[src/design/i2a_pkg.sv]
// Package for the integer to ASCII formatter: sizes, mode codes, item type,
// back-end states and ASCII constants. No dependencies.
package i2a_pkg;

    // Value width and derived digit storage (octal digit count bounds decimal too)
    localparam int VALUE_BITS = 64;
    localparam int NUM_W      = 64;
    localparam int FUNC_W     = 3;
    localparam int WIDTH_W    = 6;
    localparam int CHAR_W     = 7;
    localparam int NDIG       = (VALUE_BITS + 2) / 3;
    localparam int DIG4_W     = NDIG * 4;
    localparam int DIG3_W     = NDIG * 3;
    localparam int CNT_W      = 6;
    localparam int BIT_CNT_W  = $clog2(VALUE_BITS);

    // Queue between front and back
    localparam int Q_DEPTH    = 2;
    localparam int Q_PTR_W    = 1;
    localparam int Q_CNT_W    = 2;

    // ASCII codes
    localparam logic [CHAR_W-1:0] CH_ZERO  = 7'h30;
    localparam logic [CHAR_W-1:0] CH_MINUS = 7'h2D;
    localparam logic [CHAR_W-1:0] CH_SPACE = 7'h20;
    localparam logic [CHAR_W-1:0] CH_LA    = 7'h61;
    localparam logic [CHAR_W-1:0] CH_UA    = 7'h41;

    typedef enum logic [FUNC_W-1:0] {
        FUNC_SDEC = 3'd0,
        FUNC_UDEC = 3'd1,
        FUNC_OCT  = 3'd2,
        FUNC_HEXL = 3'd3,
        FUNC_HEXU = 3'd4
    } t_func;

    typedef enum logic [1:0] {
        RADIX_DEC,
        RADIX_OCT,
        RADIX_HEX
    } t_radix;

    // Classified item as it travels from front to back
    typedef struct packed {
        t_radix                  radix;
        logic                    upper;
        logic                    neg;
        logic                    lead;          // '-' goes ahead of pad zeros
        logic [VALUE_BITS-1:0]   mag;
        logic [WIDTH_W-1:0]      width;         // already reduced by a leading '-'
        logic                    zero_pad;
        logic                    left_justify;
    } t_item;

    typedef enum logic [1:0] {
        B_IDLE,
        B_CONV,
        B_SIZE,
        B_EMIT
    } t_bstate;

    // One digit value to its ASCII character
    function automatic logic [CHAR_W-1:0] digit_char(input logic [3:0] d, input logic upper);
        logic [CHAR_W-1:0] base_ch;
        base_ch = upper ? CH_UA : CH_LA;
        if (d < 4'd10) begin
            digit_char = CH_ZERO + {3'b000, d};
        end else begin
            digit_char = base_ch + {3'b000, d} - 7'd10;
        end
    endfunction

endpackage

[src/design/i2a_front.sv]
// Front end: accepts input beats, drops undefined modes, works out sign,
// magnitude and leading-sign handling. Depends on i2a_pkg.
module i2a_front (
    input  logic                        i_valid,
    output logic                        o_ready,
    input  logic [i2a_pkg::FUNC_W-1:0]  i_func,
    input  logic [i2a_pkg::NUM_W-1:0]   i_number_bits,
    input  logic [i2a_pkg::WIDTH_W-1:0] i_min_width,
    input  logic                        i_zero_pad,
    input  logic                        i_left_justify,
    input  logic                        i_full,
    output logic                        o_push,
    output i2a_pkg::t_item              o_item
);
    import i2a_pkg::*;

    logic                  known;
    logic                  neg;
    logic                  lead;
    logic [VALUE_BITS-1:0] v;
    t_radix                radix;
    logic                  upper;

    // Mode decode
    always_comb begin
        known = 1'b1;
        radix = RADIX_DEC;
        upper = 1'b0;
        case (t_func'(i_func))
            FUNC_SDEC: radix = RADIX_DEC;
            FUNC_UDEC: radix = RADIX_DEC;
            FUNC_OCT:  radix = RADIX_OCT;
            FUNC_HEXL: radix = RADIX_HEX;
            FUNC_HEXU: begin
                radix = RADIX_HEX;
                upper = 1'b1;
            end
            default:   known = 1'b0;
        endcase
    end

    // Sign and magnitude
    assign v    = i_number_bits[VALUE_BITS-1:0];
    assign neg  = (t_func'(i_func) == FUNC_SDEC) && v[VALUE_BITS-1];
    assign lead = neg && (i_min_width != '0) && i_zero_pad;

    always_comb begin
        o_item.radix        = radix;
        o_item.upper        = upper;
        o_item.neg          = neg;
        o_item.lead         = lead;
        o_item.mag          = neg ? (~v + {{(VALUE_BITS-1){1'b0}}, 1'b1}) : v;
        o_item.width        = i_min_width - {{(WIDTH_W-1){1'b0}}, lead};
        o_item.zero_pad     = i_zero_pad;
        o_item.left_justify = i_left_justify;
    end

    // Undefined modes are taken and dropped
    assign o_ready = !i_full;
    assign o_push  = i_valid && !i_full && known;

endmodule

[src/design/i2a_queue.sv]
// Two-entry queue of classified items between front and back end.
// Depends on i2a_pkg.
module i2a_queue (
    input  logic           i_clk,
    input  logic           i_rst_n,
    input  logic           i_push,
    input  i2a_pkg::t_item i_item,
    output logic           o_full,
    output logic           o_valid,
    output i2a_pkg::t_item o_item,
    input  logic           i_pop
);
    import i2a_pkg::*;

    t_item              r_mem [Q_DEPTH];
    logic [Q_PTR_W-1:0] r_wr_ptr, n_wr_ptr;
    logic [Q_PTR_W-1:0] r_rd_ptr, n_rd_ptr;
    logic [Q_CNT_W-1:0] r_count,  n_count;
    logic               do_pop;

    assign o_full  = (r_count == Q_CNT_W'(Q_DEPTH));
    assign o_valid = (r_count != '0);
    assign o_item  = r_mem[r_rd_ptr];
    assign do_pop  = i_pop && o_valid;

    // Pointer and count update
    always_comb begin
        n_wr_ptr = i_push ? r_wr_ptr + 1'b1 : r_wr_ptr;
        n_rd_ptr = do_pop ? r_rd_ptr + 1'b1 : r_rd_ptr;
        n_count  = r_count;
        if (i_push && !do_pop) begin
            n_count = r_count + 1'b1;
        end else if (!i_push && do_pop) begin
            n_count = r_count - 1'b1;
        end
    end

    always_ff @(posedge i_clk) begin
        if (!i_rst_n) begin
            r_wr_ptr <= '0;
            r_rd_ptr <= '0;
            r_count  <= '0;
        end else begin
            r_wr_ptr <= n_wr_ptr;
            r_rd_ptr <= n_rd_ptr;
            r_count  <= n_count;
        end
    end

    // Entry storage
    always_ff @(posedge i_clk) begin
        if (i_push) begin
            r_mem[r_wr_ptr] <= i_item;
        end
    end

endmodule

[src/design/i2a_back.sv]
// Back end: digit extraction (shift-add-3 for decimal, bit slices for octal
// and hex), digit count, then one character per beat. Depends on i2a_pkg.
module i2a_back (
    input  logic                       i_clk,
    input  logic                       i_rst_n,
    input  logic                       i_valid,
    input  i2a_pkg::t_item             i_item,
    output logic                       o_pop,
    output logic                       o_valid,
    input  logic                       i_ready,
    output logic [i2a_pkg::CHAR_W-1:0] o_out_char,
    output logic                       o_last_char
);
    import i2a_pkg::*;

    t_bstate               r_state, n_state;
    t_item                 r_item,  n_item;
    logic [VALUE_BITS-1:0] r_mag,   n_mag;
    logic [DIG4_W-1:0]     r_dig,   n_dig;
    logic [BIT_CNT_W-1:0]  r_bit_cnt, n_bit_cnt;
    logic [CNT_W-1:0]      r_n,     n_n;
    logic [CNT_W-1:0]      r_pad,   n_pad;
    logic [CNT_W-1:0]      r_total, n_total;
    logic [CNT_W-1:0]      r_pos,   n_pos;
    logic                  r_out_valid, n_out_valid;
    logic [CHAR_W-1:0]     r_out_char,  n_out_char;
    logic                  r_out_last,  n_out_last;

    logic                  out_free;
    logic                  emit_fire;
    logic                  emit_last;
    logic [DIG4_W-1:0]     ext4;
    logic [DIG3_W-1:0]     ext3;
    logic [DIG4_W-1:0]     oct_dig;
    logic [DIG4_W-1:0]     dd_adj;
    logic [CNT_W-1:0]      cnt_calc;
    logic [CNT_W-1:0]      slen;
    logic                  sign_in;
    logic [CHAR_W-1:0]     pad_ch;
    logic [CHAR_W-1:0]     cur_char;
    logic [CNT_W-1:0]      q, q2, q3, didx;
    logic [3:0]            dsel;

    assign out_free  = !r_out_valid || i_ready;
    assign emit_fire = (r_state == B_EMIT) && out_free;
    assign emit_last = (r_pos == r_total - 1'b1);
    assign sign_in   = r_item.neg && !r_item.lead;
    assign pad_ch    = r_item.zero_pad ? CH_ZERO : CH_SPACE;

    // Next state
    always_comb begin
        n_state = r_state;
        case (r_state)
            B_IDLE: begin
                if (i_valid) begin
                    n_state = (i_item.radix == RADIX_DEC) ? B_CONV : B_SIZE;
                end
            end
            B_CONV: begin
                if (r_bit_cnt == BIT_CNT_W'(VALUE_BITS - 1)) begin
                    n_state = B_SIZE;
                end
            end
            B_SIZE: n_state = B_EMIT;
            B_EMIT: begin
                if (emit_fire && emit_last) begin
                    n_state = B_IDLE;
                end
            end
            default: n_state = B_IDLE;
        endcase
    end

    // Octal and hex digits straight from the magnitude
    assign ext4 = DIG4_W'(i_item.mag);
    assign ext3 = DIG3_W'(i_item.mag);
    always_comb begin
        for (int i = 0; i < NDIG; i++) begin
            oct_dig[4*i +: 4] = {1'b0, ext3[3*i +: 3]};
        end
    end

    // Shift-add-3 correction on every BCD digit
    always_comb begin
        for (int i = 0; i < NDIG; i++) begin
            dd_adj[4*i +: 4] = (r_dig[4*i +: 4] >= 4'd5) ? r_dig[4*i +: 4] + 4'd3
                                                         : r_dig[4*i +: 4];
        end
    end

    // Digit count: highest nonzero digit, at least one
    always_comb begin
        cnt_calc = CNT_W'(1);
        for (int i = 1; i < NDIG; i++) begin
            if (r_dig[4*i +: 4] != 4'd0) begin
                cnt_calc = CNT_W'(i + 1);
            end
        end
    end
    assign slen = cnt_calc + {{(CNT_W-1){1'b0}}, sign_in};

    // Character at the current position
    always_comb begin
        q    = r_pos - {{(CNT_W-1){1'b0}}, r_item.lead};
        q2   = r_item.left_justify ? q : q - r_pad;
        q3   = q2 - {{(CNT_W-1){1'b0}}, sign_in};
        didx = r_n - 1'b1 - q3;
        dsel = 4'd0;
        for (int i = 0; i < NDIG; i++) begin
            if (didx == CNT_W'(i)) begin
                dsel = r_dig[4*i +: 4];
            end
        end
        if (r_item.lead && (r_pos == '0)) begin
            cur_char = CH_MINUS;
        end else if (!r_item.left_justify && (q < r_pad)) begin
            cur_char = pad_ch;
        end else if (sign_in && (q2 == '0)) begin
            cur_char = CH_MINUS;
        end else if (q3 < r_n) begin
            cur_char = digit_char(dsel, r_item.upper);
        end else begin
            cur_char = pad_ch;
        end
    end

    // Datapath and output register
    always_comb begin
        n_item      = r_item;
        n_mag       = r_mag;
        n_dig       = r_dig;
        n_bit_cnt   = r_bit_cnt;
        n_n         = r_n;
        n_pad       = r_pad;
        n_total     = r_total;
        n_pos       = r_pos;
        n_out_valid = r_out_valid;
        n_out_char  = r_out_char;
        n_out_last  = r_out_last;
        o_pop       = 1'b0;
        if (i_ready) begin
            n_out_valid = 1'b0;
        end
        case (r_state)
            B_IDLE: begin
                if (i_valid) begin
                    o_pop     = 1'b1;
                    n_item    = i_item;
                    n_mag     = i_item.mag;
                    n_bit_cnt = '0;
                    case (i_item.radix)
                        RADIX_DEC: n_dig = '0;
                        RADIX_OCT: n_dig = oct_dig;
                        RADIX_HEX: n_dig = ext4;
                        default:   n_dig = '0;
                    endcase
                end
            end
            B_CONV: begin
                n_dig     = {dd_adj[DIG4_W-2:0], r_mag[VALUE_BITS-1]};
                n_mag     = {r_mag[VALUE_BITS-2:0], 1'b0};
                n_bit_cnt = r_bit_cnt + 1'b1;
            end
            B_SIZE: begin
                n_n     = cnt_calc;
                n_pad   = (r_item.width > slen) ? r_item.width - slen : '0;
                n_total = ((r_item.width > slen) ? r_item.width : slen)
                          + {{(CNT_W-1){1'b0}}, r_item.lead};
                n_pos   = '0;
            end
            B_EMIT: begin
                if (emit_fire) begin
                    n_out_valid = 1'b1;
                    n_out_char  = cur_char;
                    n_out_last  = emit_last;
                    n_pos       = r_pos + 1'b1;
                end
            end
            default: ;
        endcase
    end

    always_ff @(posedge i_clk) begin
        if (!i_rst_n) begin
            r_state     <= B_IDLE;
            r_out_valid <= 1'b0;
        end else begin
            r_state     <= n_state;
            r_out_valid <= n_out_valid;
        end
    end

    always_ff @(posedge i_clk) begin
        r_item     <= n_item;
        r_mag      <= n_mag;
        r_dig      <= n_dig;
        r_bit_cnt  <= n_bit_cnt;
        r_n        <= n_n;
        r_pad      <= n_pad;
        r_total    <= n_total;
        r_pos      <= n_pos;
        r_out_char <= n_out_char;
        r_out_last <= n_out_last;
    end

    assign o_valid     = r_out_valid;
    assign o_out_char  = r_out_char;
    assign o_last_char = r_out_last;

endmodule

[src/design/integer_to_ascii_formatter_top.sv]
// Integer to ASCII formatter, top level. An accepted item is registered into
// the queue; the back end pops it in B_IDLE, runs the one-bit-per-cycle BCD
// conversion in B_CONV for decimal (octal and hex skip it), sizes digits and
// padding in B_SIZE, then streams one character per cycle in B_EMIT while the
// sink is ready; it pops a new item only after the last character. Synchronous
// active-low reset empties the queue and output register; no clearing pass.
module integer_to_ascii_formatter_top (
    input  logic                        i_clk,
    input  logic                        i_rst_n,
    input  logic                        i_valid,
    output logic                        o_ready,
    input  logic [i2a_pkg::FUNC_W-1:0]  i_func,
    input  logic [i2a_pkg::NUM_W-1:0]   i_number_bits,
    input  logic [i2a_pkg::WIDTH_W-1:0] i_min_width,
    input  logic                        i_zero_pad,
    input  logic                        i_left_justify,
    output logic                        o_valid,
    input  logic                        i_ready,
    output logic [i2a_pkg::CHAR_W-1:0]  o_out_char,
    output logic                        o_last_char
);
    import i2a_pkg::*;

    logic  q_full;
    logic  q_push;
    logic  q_valid;
    logic  q_pop;
    t_item front_item;
    t_item q_item;

    // Classify incoming beats
    i2a_front u_front (
        .i_valid        (i_valid),
        .o_ready        (o_ready),
        .i_func         (i_func),
        .i_number_bits  (i_number_bits),
        .i_min_width    (i_min_width),
        .i_zero_pad     (i_zero_pad),
        .i_left_justify (i_left_justify),
        .i_full         (q_full),
        .o_push         (q_push),
        .o_item         (front_item)
    );

    // Decouple front from back
    i2a_queue u_queue (
        .i_clk   (i_clk),
        .i_rst_n (i_rst_n),
        .i_push  (q_push),
        .i_item  (front_item),
        .o_full  (q_full),
        .o_valid (q_valid),
        .o_item  (q_item),
        .i_pop   (q_pop)
    );

    // Convert and stream characters
    i2a_back u_back (
        .i_clk       (i_clk),
        .i_rst_n     (i_rst_n),
        .i_valid     (q_valid),
        .i_item      (q_item),
        .o_pop       (q_pop),
        .o_valid     (o_valid),
        .i_ready     (i_ready),
        .o_out_char  (o_out_char),
        .o_last_char (o_last_char)
    );

endmodule

[config.mk]
export PLATFORM = sky130hd
export DESIGN_NAME = integer_to_ascii_formatter_top
export DESIGN_NICKNAME = d
export VERILOG_FILES = /design/src/design/i2a_pkg.sv /design/src/design/i2a_front.sv /design/src/design/i2a_queue.sv /design/src/design/i2a_back.sv /design/src/design/integer_to_ascii_formatter_top.sv
export SDC_FILE = /design/constraint.sdc
export NUM_CORES = 1
export LEC_CHECK = 0
export BUFFER_PORTS_ARGS = -buffer_cell sky130_fd_sc_hd__buf_2
export CORE_MARGIN = 4
export CORE_UTILIZATION = 55
export CTS_BUF_LIST = sky130_fd_sc_hd__clkbuf_4 sky130_fd_sc_hd__clkbuf_8
export CTS_CLUSTER_SIZE = 14
export DETAILED_ROUTE_END_ITERATION = 8
export PLACE_DENSITY = 0.75
export SYNTH_ARGS = -nofsm -noshare
export SYNTH_HDL_FRONTEND = slang
export SYNTH_SLANG_ARGS = --single-unit
[constraint.sdc]
create_clock -name i_clk -period 8.55 [get_ports i_clk]
set_input_delay 1.71 -clock i_clk [delete_from_list [all_inputs] [get_ports i_clk]]
set_output_delay 1.71 -clock i_clk [all_outputs]
set_load 0.01 [all_outputs]
==> impl_metrics.yaml <==
final_layout:
  syn2layout_area_growth_pct: 9.500
  utilization: 0.6136
  layout_common_cells: "354 x edfxtp_1, 132 x mux2_2, 127 x nor2_1"
  final_common_cell: "edfxtp_1"
  drive_gt1_frac: 0.1873
  final_nets: 2135
  layout.cells.non_filler: 2508
  diodes: 0
floorplanning:
  core_um2: 37930
  die_w_um: 204.6
  core.rowCount: 71
  die_h_um: 204.6
  initial_utilization: 0.5604
  io_pins: 89
  die_area_um2: 41860
timing:
  rsz0062_at_grt: "no"
  setup_viol: 0
  tns_ps: 0
  fmax_mhz: 144.7
  skew_ps: 21.40
  max_slew_margin: 0.2207
  finalMaxSlewViolations: 0
  layout_setup_ws_ps: 1641
  worstMarginPinSlew_ps: 1169
  hold_viol_final: 0
  fin_crit_ps: 6909
  fin_crit_sh: 0.8081
min_path:
  worst_hold_path_type: "reg -> reg"
  holdPathStages: 1
  holdPathEnd: "u_back.r_mag[51]"
  hold_start: "u_back.r_mag[50]"
synthesis:
  synth_top_family_by_area: "compound AO/OA/AOI/OAI gates"
  async_flop_share: 0
  synth-edff-count: 354
  synth-main-ff-cell: "edfxtp_1"
  synthDistinctLibCells: 100
  synth-compound-area-share: 0.1389
  synth-xor-area-share: 0.06398
  postSynthNetCount: 2049
  synth_area_um2: 21260
  yosysSeqAreaShare: 0.5076
  synth_simple_gate_area_frac: 0.1102
  synthAdderAreaFrac: 0.06228
  yosys_register_bits: 362
  synth_mux_area_frac: 0.08141
  syn_inst: 1866
  avgSynthCellArea_um2: 11.39
  yosysWarnings: 0
grt:
  grt_pass1_wl_um: 77500
  gr-usage-met2: 0.3594
  grt_usage: 0.2313
  grt_pass1_vias: 14630
  use_met3: 0.03483
  grt_max_degree: 98
  antenna_found_initial: 0
  grt-ovfl-total: 0
  grt.busiest_layer: "met2"
  grt.met1_usage: 0.3340
routing:
  wl_per_cell_um: 19.63
  drc: 0
  via_per_inst: 6.016
  dr.pass1.iters: 5
  vias: 15090
  wirelength_um: 49240
  ant_nets: 0
  drt_iter0_drc: 1509
worst_setup_path:
  r2r_setup_slack_ps: 1640
  slowest_stage: "o22ai_1"
  r2r_end: "u_back.r_total[5]"
  cpPeakStageDelay_ps: 890
  r2r_start: "u_back.r_dig[8]"
  setup.worst_path.class: "reg -> reg"
  cp_max_fo: 16
  start_kind: "flop"
  rr_worst_depth: 28
  cp.required_ps: 8940
  crit_path_end_kind: "flop"
  cp.arrival_ps: 7300
clocking:
  clkSinkCount: 362
  clk_pin_slew_ps: 60
  worstSkewPairLatency_ps: 650
  clk_path_buf_depth: 3
  cts-buffers-inserted: 58
  htreeDepth: 2
  post_cts_buffers: 0
  cts_tree: "built"
  cts_hold_buf: 0
  post_cts_resized: 0
  cts-root-buf: "clkbuf_8"
place:
  pre_cts_ws_ps: 1739
  port_buffers: 88
  gp_congestion: 0.9116
  place_hpwl_um: 35230
  dp.cells: 2403
flow_run:
  cap_violations: 0
status:
  status: "completed"
-- per-layer routing --
metal / up-vias / part of all wire / wire length [um]
li1: 7162 / - / -
met1: 7254 / 0.45 / 21960
met2: 579 / 0.45 / 22330
met3: 92 / 0.071 / 3498
met4: 0 / 0.029 / 1445
met5: - / 0 / 0
-- layout make-up --
cell class | instances | area (um^2)
clock inverter | 19 | 90.09
tap | 511 | 639.4
inverter | 115 | 434.2
multi-input combinational | 1312 | 9744
timing repair buffer | 103 | 553.0
clock buffer | 86 | 1021
fill | 3053 | 14660
sequential | 362 | 10790
-- worst max-delay path: cells and delay by family (launching register included) --
family	cells	cell delay, ps
compound gates	13	2900
xor+xnor	1	140
fa+ha+maj	4	1190
buf+inv	2	200
flops	1	440
mux	2	560
simple gates	6	1210
-- cell usage after synthesis, types with 4 or more instances --
| master | instances | share of area |
|---|---|---|
| edfxtp_1 | 354 | 0.50 |
| mux2_2 | 132 | 0.070 |
| nor2_1 | 129 | 0.023 |
| a21oi_1 | 122 | 0.029 |
| inv_1 | 114 | 0.020 |
| ha_1 | 101 | 0.059 |
| o21ai_0 | 89 | 0.021 |
| nand2_1 | 79 | 0.014 |
| xnor2_1 | 78 | 0.032 |
| xor2_1 | 72 | 0.030 |
| clkbuf_1 | 56 | 0.0099 |
| a22oi_1 | 49 | 0.017 |
| o22ai_1 | 49 | 0.014 |
| nand3_1 | 43 | 0.010 |
| nor3b_1 | 30 | 0.011 |
| nand2b_1 | 29 | 0.0085 |
| nor3_1 | 24 | 0.0057 |
| mux2i_1 | 23 | 0.011 |
| o31ai_1 | 20 | 0.0071 |
| o32ai_1 | 18 | 0.0074 |
| a21o_1 | 17 | 0.0060 |
| nor2b_1 | 17 | 0.0050 |
| or3_1 | 16 | 0.0047 |
| and2_1 | 15 | 0.0044 |
| a31oi_1 | 13 | 0.0038 |
| buf_1 | 11 | 0.0019 |
| and3_1 | 10 | 0.0029 |
| a211oi_1 | 9 | 0.0032 |
| dfxtp_1 | 8 | 0.0075 |
| nand4_1 | 7 | 0.0021 |
| nor4_1 | 7 | 0.0021 |
| o21a_1 | 6 | 0.0021 |
| o41ai_1 | 6 | 0.0025 |
| or3b_2 | 6 | 0.0025 |
| buf_2 | 5 | 0.0012 |
| or4_1 | 5 | 0.0018 |
| a32oi_1 | 4 | 0.0016 |
| o211ai_1 | 4 | 0.0014 |
| o311ai_0 | 4 | 0.0016 |
-- cell families (layout without fill, tap and decap cells) --
kind of cell | after synthesis | after routing
buffers and inverters | 192 | 323
adders and majority gates | 104 | 104
AOI/OAI and AO/OA | 455 | 455
DFF | 362 | 362
and+or+nand+nor | 444 | 444
muxes | 156 | 156
xor gates and xnor gates | 152 | 152
other | 1 | 1
-- sequential cells by signal, summed over array words and instances, names as in the netlist, 2 cells and up, named ones only --
register and flops:
u_back.r_mag 64, u_queue.r_count 2, u_back.r_state 2, u_back.r_total 6, u_back.o_out_char 7, u_back.r_item 11, u_back.r_pos 6, u_back.r_n 5
u_back.r_pad 6, u_back.r_bit_cnt 6, u_back.r_dig 88, u_queue.r_mem 154
-- stage by stage --
step	cell area, um^2	hold WS [ps]
finish	23280	538.9
CTS	23280	534.6
global placement	22170	500.6
floorplan	21260	487.2
detailed placement	22170	505.4
global route	23280	539.9
-- how the worst max path moves through the flow --
stage	from	endpoint	slack, ps	depth (start not counted)
2_1_floorplan	u_back.r_dig[8]	u_back.r_total[4]	2740	30
3_3_place_gp	u_back.r_dig[8]	u_back.r_total[5]	1910	28
3_5_place_dp	u_back.r_dig[8]	u_back.r_total[5]	1740	28
4_1_cts	u_back.r_dig[8]	u_back.r_total[5]	1700	28
5_1_grt	u_back.r_dig[8]	u_back.r_total[4]	1100	30
6_report	u_back.r_dig[8]	u_back.r_total[5]	1640	28
Power is not shown: default switching activity piles up to over one toggle a cycle in this logic, so the estimate is an artifact.
